**src/sv/rarst_pkg.sv**
```systemverilog
`timescale 1ns / 1ps

package rarst_pkg;

    // Default number of positions covered by the store.
    localparam int RAS_SIZE = 1024;

    localparam int CFG_W   = 11;
    localparam int FUNC_W  = 2;
    localparam int POS_W   = 11;
    localparam int DELTA_W = 32;
    localparam int SUM_W   = 64;

    localparam logic [CFG_W-1:0] ELEM_COUNT_RST = 11'd1024;

    typedef enum logic [FUNC_W-1:0] {
        FN_ADD   = 2'd0,
        FN_QUERY = 2'd1,
        FN_CLEAR = 2'd2,
        FN_NONE  = 2'd3
    } t_func;

    // Commands from the controller to the datapath.
    typedef struct packed {
        logic load;
        logic upd_lo;
        logic upd_hi;
        logic rd;
        logic upd_wr;
        logic qry_hi;
        logic qry_lo;
        logic qry_acc;
        logic mul1;
        logic mul2;
        logic comb;
        logic comb_sub;
        logic res_clr;
        logic clr_start;
        logic clr_step;
    } t_cmd;

    // Status from the datapath to the controller.
    typedef struct packed {
        t_func func;
        logic  empty;
        logic  idx_over;
        logic  idx_zero;
        logic  idx_last;
        logic  hi_end;
        logic  lo_one;
    } t_status;

endpackage

```
**src/sv/rarst_ctrl.sv**
```systemverilog
`timescale 1ns / 1ps

module rarst_ctrl import rarst_pkg::*; (
    input  logic    i_clk,
    input  logic    i_rst_n,
    input  logic    start,
    input  t_status i_status,
    output t_cmd    o_cmd,
    output logic    busy,
    output logic    o_valid
);

    typedef enum logic [11:0] {
        S_CINIT = 12'b0000_0000_0001,
        S_CLR   = 12'b0000_0000_0010,
        S_IDLE  = 12'b0000_0000_0100,
        S_DISP  = 12'b0000_0000_1000,
        S_U_RD  = 12'b0000_0001_0000,
        S_U_WR  = 12'b0000_0010_0000,
        S_Q_RD  = 12'b0000_0100_0000,
        S_Q_ACC = 12'b0000_1000_0000,
        S_M1    = 12'b0001_0000_0000,
        S_M2    = 12'b0010_0000_0000,
        S_M3    = 12'b0100_0000_0000,
        S_OUT   = 12'b1000_0000_0000
    } t_state;

    t_state r_state, n_state;
    logic   r_second, n_second;

    always_ff @(posedge i_clk) begin
        if (!i_rst_n) begin
            r_state  <= S_CINIT;
            r_second <= 1'b0;
        end else begin
            r_state  <= n_state;
            r_second <= n_second;
        end
    end

    always_comb begin
        n_state  = r_state;
        n_second = r_second;
        o_cmd    = '0;
        unique case (r_state)
            S_CINIT: begin
                o_cmd.clr_start = 1'b1;
                n_state         = S_CLR;
            end
            S_CLR: begin
                o_cmd.clr_step = 1'b1;
                if (i_status.idx_last) begin
                    n_state = S_IDLE;
                end
            end
            S_IDLE: begin
                if (start) begin
                    o_cmd.load = 1'b1;
                    n_state    = S_DISP;
                end
            end
            S_DISP: begin
                unique case (i_status.func)
                    FN_ADD: begin
                        if (i_status.empty) begin
                            n_state = S_IDLE;
                        end else begin
                            o_cmd.upd_lo = 1'b1;
                            n_second     = 1'b0;
                            n_state      = S_U_RD;
                        end
                    end
                    FN_QUERY: begin
                        o_cmd.res_clr = 1'b1;
                        if (i_status.empty) begin
                            n_state = S_OUT;
                        end else begin
                            o_cmd.qry_hi = 1'b1;
                            n_second     = 1'b0;
                            n_state      = S_Q_RD;
                        end
                    end
                    FN_CLEAR: begin
                        o_cmd.clr_start = 1'b1;
                        n_state         = S_CLR;
                    end
                    default: begin
                        n_state = S_IDLE;
                    end
                endcase
            end
            S_U_RD: begin
                if (i_status.idx_over) begin
                    if (!r_second && !i_status.hi_end) begin
                        o_cmd.upd_hi = 1'b1;
                        n_second     = 1'b1;
                    end else begin
                        n_state = S_IDLE;
                    end
                end else begin
                    o_cmd.rd = 1'b1;
                    n_state  = S_U_WR;
                end
            end
            S_U_WR: begin
                o_cmd.upd_wr = 1'b1;
                n_state      = S_U_RD;
            end
            S_Q_RD: begin
                if (i_status.idx_zero) begin
                    n_state = S_M1;
                end else begin
                    o_cmd.rd = 1'b1;
                    n_state  = S_Q_ACC;
                end
            end
            S_Q_ACC: begin
                o_cmd.qry_acc = 1'b1;
                n_state       = S_Q_RD;
            end
            S_M1: begin
                o_cmd.mul1 = 1'b1;
                n_state    = S_M2;
            end
            S_M2: begin
                o_cmd.mul2 = 1'b1;
                n_state    = S_M3;
            end
            S_M3: begin
                o_cmd.comb     = 1'b1;
                o_cmd.comb_sub = r_second;
                if (!r_second && !i_status.lo_one) begin
                    o_cmd.qry_lo = 1'b1;
                    n_second     = 1'b1;
                    n_state      = S_Q_RD;
                end else begin
                    n_state = S_OUT;
                end
            end
            S_OUT: begin
                n_state = S_IDLE;
            end
            default: begin
                n_state = S_IDLE;
            end
        endcase
    end

    assign busy    = r_state != S_IDLE;
    assign o_valid = r_state == S_OUT;

endmodule

```
**config.mk**
```make
export PLATFORM = sky130hd
export DESIGN_NAME = rarst_ctrl
export DESIGN_NICKNAME = d
export VERILOG_FILES = /design/src/sv/rarst_pkg.sv /design/src/sv/rarst_ctrl.sv
export SDC_FILE = /design/constraint.sdc
export NUM_CORES = 1
export LEC_CHECK = 0
export BUFFER_PORTS_ARGS = -buffer_cell sky130_fd_sc_hd__buf_2
export CORE_MARGIN = 4
export CORE_UTILIZATION = 40
export CTS_CLUSTER_DIAMETER = 80
export DETAILED_ROUTE_END_ITERATION = 16
export GPL_TIMING_DRIVEN = 0
export PLACE_DENSITY = 0.67
export SLEW_MARGIN = 25
export SYNTH_ARGS = -nofsm -noshare
export SYNTH_HDL_FRONTEND = slang
export SYNTH_SLANG_ARGS = --single-unit
```
**constraint.sdc**
```tcl
create_clock -name i_clk -period 1.7 [get_ports i_clk]
set_input_delay 0.255 -clock i_clk [delete_from_list [all_inputs] [get_ports i_clk]]
set_output_delay 0.255 -clock i_clk [all_outputs]
set_load 0.02 [all_outputs]
```
==> results.json, run 1 <==
{
  "cts_sinks": 13,
  "met2_usage": 0.4191,
  "synth.distinct_cells": 40,
  "drtPass1Iterations": 4,
  "remaining_drc_errors": 0,
  "start_util": 0.4213,
  "synth-edff-count": 0,
  "syn2layout_area_growth_pct": 90.56,
  "ys_seq_area_frac": 0.2766,
  "async_flop_share": 0,
  "cts_hold_buffers": 0,
  "finalSetupViolCount": 22,
  "die_area_um2": 3192,
  "violations": "negative setup slack",
  "first_iter_violations": 40,
  "fin_crit_ps": 2119,
  "maxCapViolations": 0,
  "grt_pass1_vias": 1192,
  "routed_wl_mm": 3.565,
  "busiest_layer": "met2",
  "io_pins": 28,
  "vias": 1175,
  "start_kind": "flop",
  "worstHoldPathType": "primary input to flop",
  "tightest_slew_ps": 412.1,
  "cts_root_buffer": "clkbuf_4",
  "grt_max_degree": 10,
  "numCtsBuffers": 3,
  "rsz0062_at_grt": "true",
  "p_leak_uw": 0.0007401,
  "final_antenna_net_count": 0,
  "clk_pin_slew_ps": 90,
  "grt_first_pass_wirelength_mm": 5.547,
  "hold_viol_final": 0,
  "dp.final_hpwl_mm": 1.779,
  "grtUsageTotal": 0.2185,
  "gp_congestion": 0.7902,
  "dieHeight_um": 56.50,
  "syn_inst": 111,
  "utilization": 0.8028,
  "status": "finished with violations",
  "core.rowCount": 17,
  "nNetsFinal": 195,
  "post-route-period-util": 1.247,
  "finalWorstSetupSlack_ps": -419.2,
  "fin_skew_ps": 7.681,
  "drive_gt1_frac": 0.6995,
  "cp_max_fo": 3,
  "crit_path_end_kind": "primary output",
  "clkLatencyLatePin_ps": 300,
  "syn_nets": 122,
  "powerDensity_nw_per_um2": 467.4,
  "grt_antenna_before_repair": 0,
  "grtUsageMet3": 0.03448,
  "cts_max_path_buffers": 2,
  "p_total_uw": 838.0,
  "ys.flop_type": "dfxtp_1",
  "fp.dieW_um": 56.50,
  "fp.coreArea_um2": 2233,
  "numPortBuffers": 27,
  "ir_drop_mv": 0.4335,
  "syn_area_per_cell_um2": 8.477,
  "grt-ovfl-total": 0,
  "ys_ff_latch": 13,
  "antennaDiodeCount": 0,
  "fmax_ghz": 0.4719,
  "met1_usage": 0.2327,
  "wl_per_cell_um": 16.90,
  "h-tree-depth": 1,
  "required_ps": 1440,
  "critPathKind": "flop to primary output",
  "yosys_warnings": 0,
  "cts_tree": "done",
  "syn_area_um2": 940.9,
  "vias_per_cell": 5.569,
  "slew_headroom": 0.7247,
  "slew_violations": 0,
  "cp.arrival_ps": 1860
}
## worst max-delay path, cell delays in order (launching register included)
cell and delay, ps:
dfxtp_4 370, nor4_4 260, buf_4 180, nand2_4 50, or4_4 450, o32ai_4 110
buf_6 150
## routing by layer
metal | wire length [um] | up-vias
met5 | 0 | -
met4 | 124 | 0
met3 | 183 | 13
met2 | 1847 | 41
met1 | 1409 | 564
li1 | - | 557
## synth_stat cells, drive strengths merged, types with 2 or more instances
master / n / share of area
buf: 5 / 0.033
nor4b: 3 / 0.028
dfxtp: 13 / 0.28
or4b: 2 / 0.021
nor3: 7 / 0.048
a21oi: 5 / 0.027
inv: 6 / 0.024
nand2b: 4 / 0.027
and2: 2 / 0.013
nor4: 9 / 0.11
nor2: 11 / 0.044
nor2b: 2 / 0.013
o21ai: 5 / 0.027
nand4: 2 / 0.013
xnor2: 2 / 0.019
nand3: 3 / 0.021
nand2: 7 / 0.036
nor3b: 8 / 0.086
## registers in the layout, indices dropped and copies added (netlist names)
register	cells
r_state	12
r_second	1
## through the flow
stage / setup WS [ps] / hold WS [ps] / setup TNS [ps] / cells / area (um^2)
after floorplan: -214.9 / 324.7 / -1782 / 111 / 1033
after global placement: -536.1 / 481.2 / -4798 / 166 / 1204
after detailed placement: -554.6 / 487.5 / -4865 / 166 / 1204
after CTS: -492.3 / 171.9 / -5031 / 202 / 1677
after global routing: -503.4 / 177.7 / -7516 / 211 / 1793
final: -419.2 / 175.5 / -5682 / 211 / 1793
## cells by family after synthesis
group,count (synthesis),share of synthesized area
and+or+nand+nor,67,0.5266
DFF,13,0.2766
xor gates and xnor gates,3,0.02793
AOI/OAI and AO/OA,17,0.1117
buffers and inverters,11,0.05718
## placed cells by master, fill, tap and decap left out, types with 4 or more instances in the layout
master    instances
inv_1             5
buf_4            43
nand2b_1          4
buf_6            17
dfxtp_2           5
nor2_1            8
dfxtp_4           7
buf_2            13
nor4_4            6
a21oi_1           4
nor3b_1           5
## cell type report
type	instances	area, um^2
buffer	1	11.26
clock buffer	4	26.28
fill	138	440.4
inverter	6	22.52
multi-input combinational	87	837.1
sequential	13	292.8
tap	28	35.03
timing repair buffer	72	568.0
## worst paths after layout
| kind | startpoint | to | slack (ps) | cells after the start |
|---|---|---|---|---|
| worst max register to register | r_state[5] | r_state[2] | -150 | 5 |
| worst min register to register | r_state[5] | r_state[5] | 620 | 2 |
| worst min-delay path | i_status[3] | r_state[7] | 180 | 2 |
| worst max-delay path | r_state[2] | o_cmd[11] | -420 | 6 |
## where the power goes
group / total (uW) / switching [uW] / leakage [uW] / internal [uW]
Sequential: 321 / 13.3 / 0.000113 / 308
Combinational: 301 / 153 / 0.000612 / 148
Clock: 216 / 125 / 0.0000150 / 91.4
Total: 838 / 291 / 0.000740 / 547
## what timing repair did
item | in CTS | in global routing
cloned | 0 | 1
gates resized for setup | 60 | 19
endpoints found under the setup margin | 28 | 28
pin swaps | 22 | 12
setup buffers | 36 | 10
No activity file was read; power rests on OpenSTA's default activity.
==> run 2, diff against run 1 <==
--- a/config.mk
+++ b/config.mk
@@ -9,3 +9,3 @@
 export CORE_MARGIN = 4
-export CORE_UTILIZATION = 40
+export CORE_UTILIZATION = 35
 export CTS_CLUSTER_DIAMETER = 80
@@ -13,3 +13,2 @@
 export GPL_TIMING_DRIVEN = 0
-export PLACE_DENSITY = 0.67
 export SLEW_MARGIN = 25
--- a/constraint.sdc
+++ b/constraint.sdc
@@ -3,2 +3,2 @@
 set_output_delay 0.255 -clock i_clk [all_outputs]
-set_load 0.02 [all_outputs]
+set_load 0.1 [all_outputs]
==> results.json, run 2 (synthesis results as in run 1) <==
{
  "hold_ws_ps": 181.8,
  "finalWorstSetupSlack_ps": -563.2,
  "p_leak_uw": 0.0008032,
  "rsz0062_at_grt": "true",
  "grt_pass1_vias": 1093,
  "cts_root_buffer": "clkbuf_4",
  "cp_max_fo": 5,
  "ir_drop_mv": 0.5006,
  "final_common_cell": "buf_4",
  "numCtsBuffers": 3,
  "core.rowCount": 18,
  "grt_first_pass_wirelength_mm": 5.444,
  "syn2layout_area_growth_pct": 119.7,
  "wl_per_cell_um": 18.64,
  "required_ps": 1440,
  "fmax_ghz": 0.4419,
  "clk_pin_slew_ps": 100,
  "fp.coreArea_um2": 2522,
  "slew_violations": 0,
  "grt_antenna_before_repair": 0,
  "critPathKind": "flop to primary output",
  "cts_tree": "done",
  "powerDensity_nw_per_um2": 452.3,
  "first_iter_violations": 86,
  "grtUsageTotal": 0.2049,
  "final_cell_mix": "buf_4 (37), buf_6 (17), buf_12 (13)",
  "violations": "negative setup slack",
  "maxCapViolations": 0,
  "crit_path_end_kind": "primary output",
  "tightest_slew_ps": 532.3,
  "post-route-period-util": 1.331,
  "largestRegisters": "r_state (12), r_second (1)",
  "drtPass1Iterations": 4,
  "slew_headroom": 0.6401,
  "fin_crit_ps": 2263,
  "status": "finished with violations",
  "start_util": 0.3730,
  "finalSetupViolCount": 28,
  "cts_sinks": 13,
  "remaining_drc_errors": 0,
  "dp.final_hpwl_mm": 2.014,
  "cts_max_path_buffers": 2,
  "fin_area_um2": 2067,
  "gp_congestion": 0.7825,
  "vias_per_cell": 5.726,
  "reg2reg_slack_ps": -290,
  "largest_reg_flops": 12,
  "placed_area_um2": 1289,
  "fp.dieW_um": 59.85,
  "p_total_uw": 934.9,
  "start_kind": "flop",
  "cp.arrival_ps": 2010,
  "die_area_um2": 3582,
  "routed_wl_mm": 4.082,
  "drive_gt1_frac": 0.6984,
  "vias": 1254,
  "fin_skew_ps": 18.12,
  "io_pins": 28,
  "nNetsFinal": 201,
  "clkLatencyLatePin_ps": 300,
  "dieHeight_um": 59.85,
  "antennaDiodeCount": 0,
  "grt-ovfl-total": 0,
  "worstHoldPathType": "primary input to flop",
  "h-tree-depth": 1,
  "numPortBuffers": 27,
  "top_register": "r_state",
  "grt_max_degree": 10,
  "hold_viol_final": 0,
  "final_antenna_net_count": 0
}
==> run 2: cell count changes in the layout (fill, tap and decap cells not counted), sizes merged <==
| cell | previous run | this run |
|---|---|---|
| buf | 73 | 79 |
| clkinvlp | 0 | 1 |
| inv | 6 | 5 |
==> run 2: critical path: stages, from the launching register on <==
cell and delay, ps:
dfxtp_2 330, buf_6 120, nor4_4 230, buf_6 170
buf_6 100, nand3_4 80, nor3b_4 210, buf_6 140
and2_4 150, buf_12 170
==> run 2: worst paths after layout <==
path                     from    endpoint  depth (start not counted)
hold reg to reg      r_second    r_second                          2
hold / removal    i_status[3]  r_state[7]                          2
setup / recovery   r_state[0]    o_cmd[3]                          9
setup reg to reg  r_state[11]  r_state[2]                          8
==> run 2: report_power, final <==
group | switching (uW) | internal [uW]
Combinational | 230 | 177
Sequential | 10.8 | 305
Clock | 120 | 91.5
Total | 361 | 574
==> run 2: per-stage QoR <==
stage                     worst slack [ps]  setup TNS [ps]  std cells  utilization
final                               -563.2           -9902        219       0.8194
after global routing                -660.7          -12060        219       0.8194
after CTS                           -625.0           -7846        193       0.6949
after detailed placement            -921.9          -10760        168       0.5109
after global placement              -920.1          -10600        168       0.5109
after floorplan                      -1393          -15610        111            -
==> run 2: cell type report <==
class / instances / area (um^2)
Buffer: 2 / 22.52
Clock buffer: 4 / 26.28
Timing Repair Buffer: 77 / 787.0
Sequential cell: 13 / 292.8
Multi-Input combinational cell: 87 / 874.6
Tap cell: 30 / 37.54
Fill cell: 136 / 455.4
Inverter: 6 / 26.28
==> run 2: metal layers <==
| metal | GRT usage | vias to the layer above | part of all wire |
|---|---|---|---|
| li1 | - | 568 | - |
| met1 | 0.2416 | 623 | 0.39 |
| met2 | 0.3488 | 48 | 0.52 |
| met3 | 0.05184 | 15 | 0.053 |
| met4 | 0.08544 | 0 | 0.033 |
| met5 | 0 | - | 0 |
==> run 2: what timing repair did <==
item	CTS	global route
endpoints found under the setup margin	28	28
cloned	0	0
buffers inserted	23	32
pin swaps	12	18
hold buffers	0	0
gates resized for setup	80	27
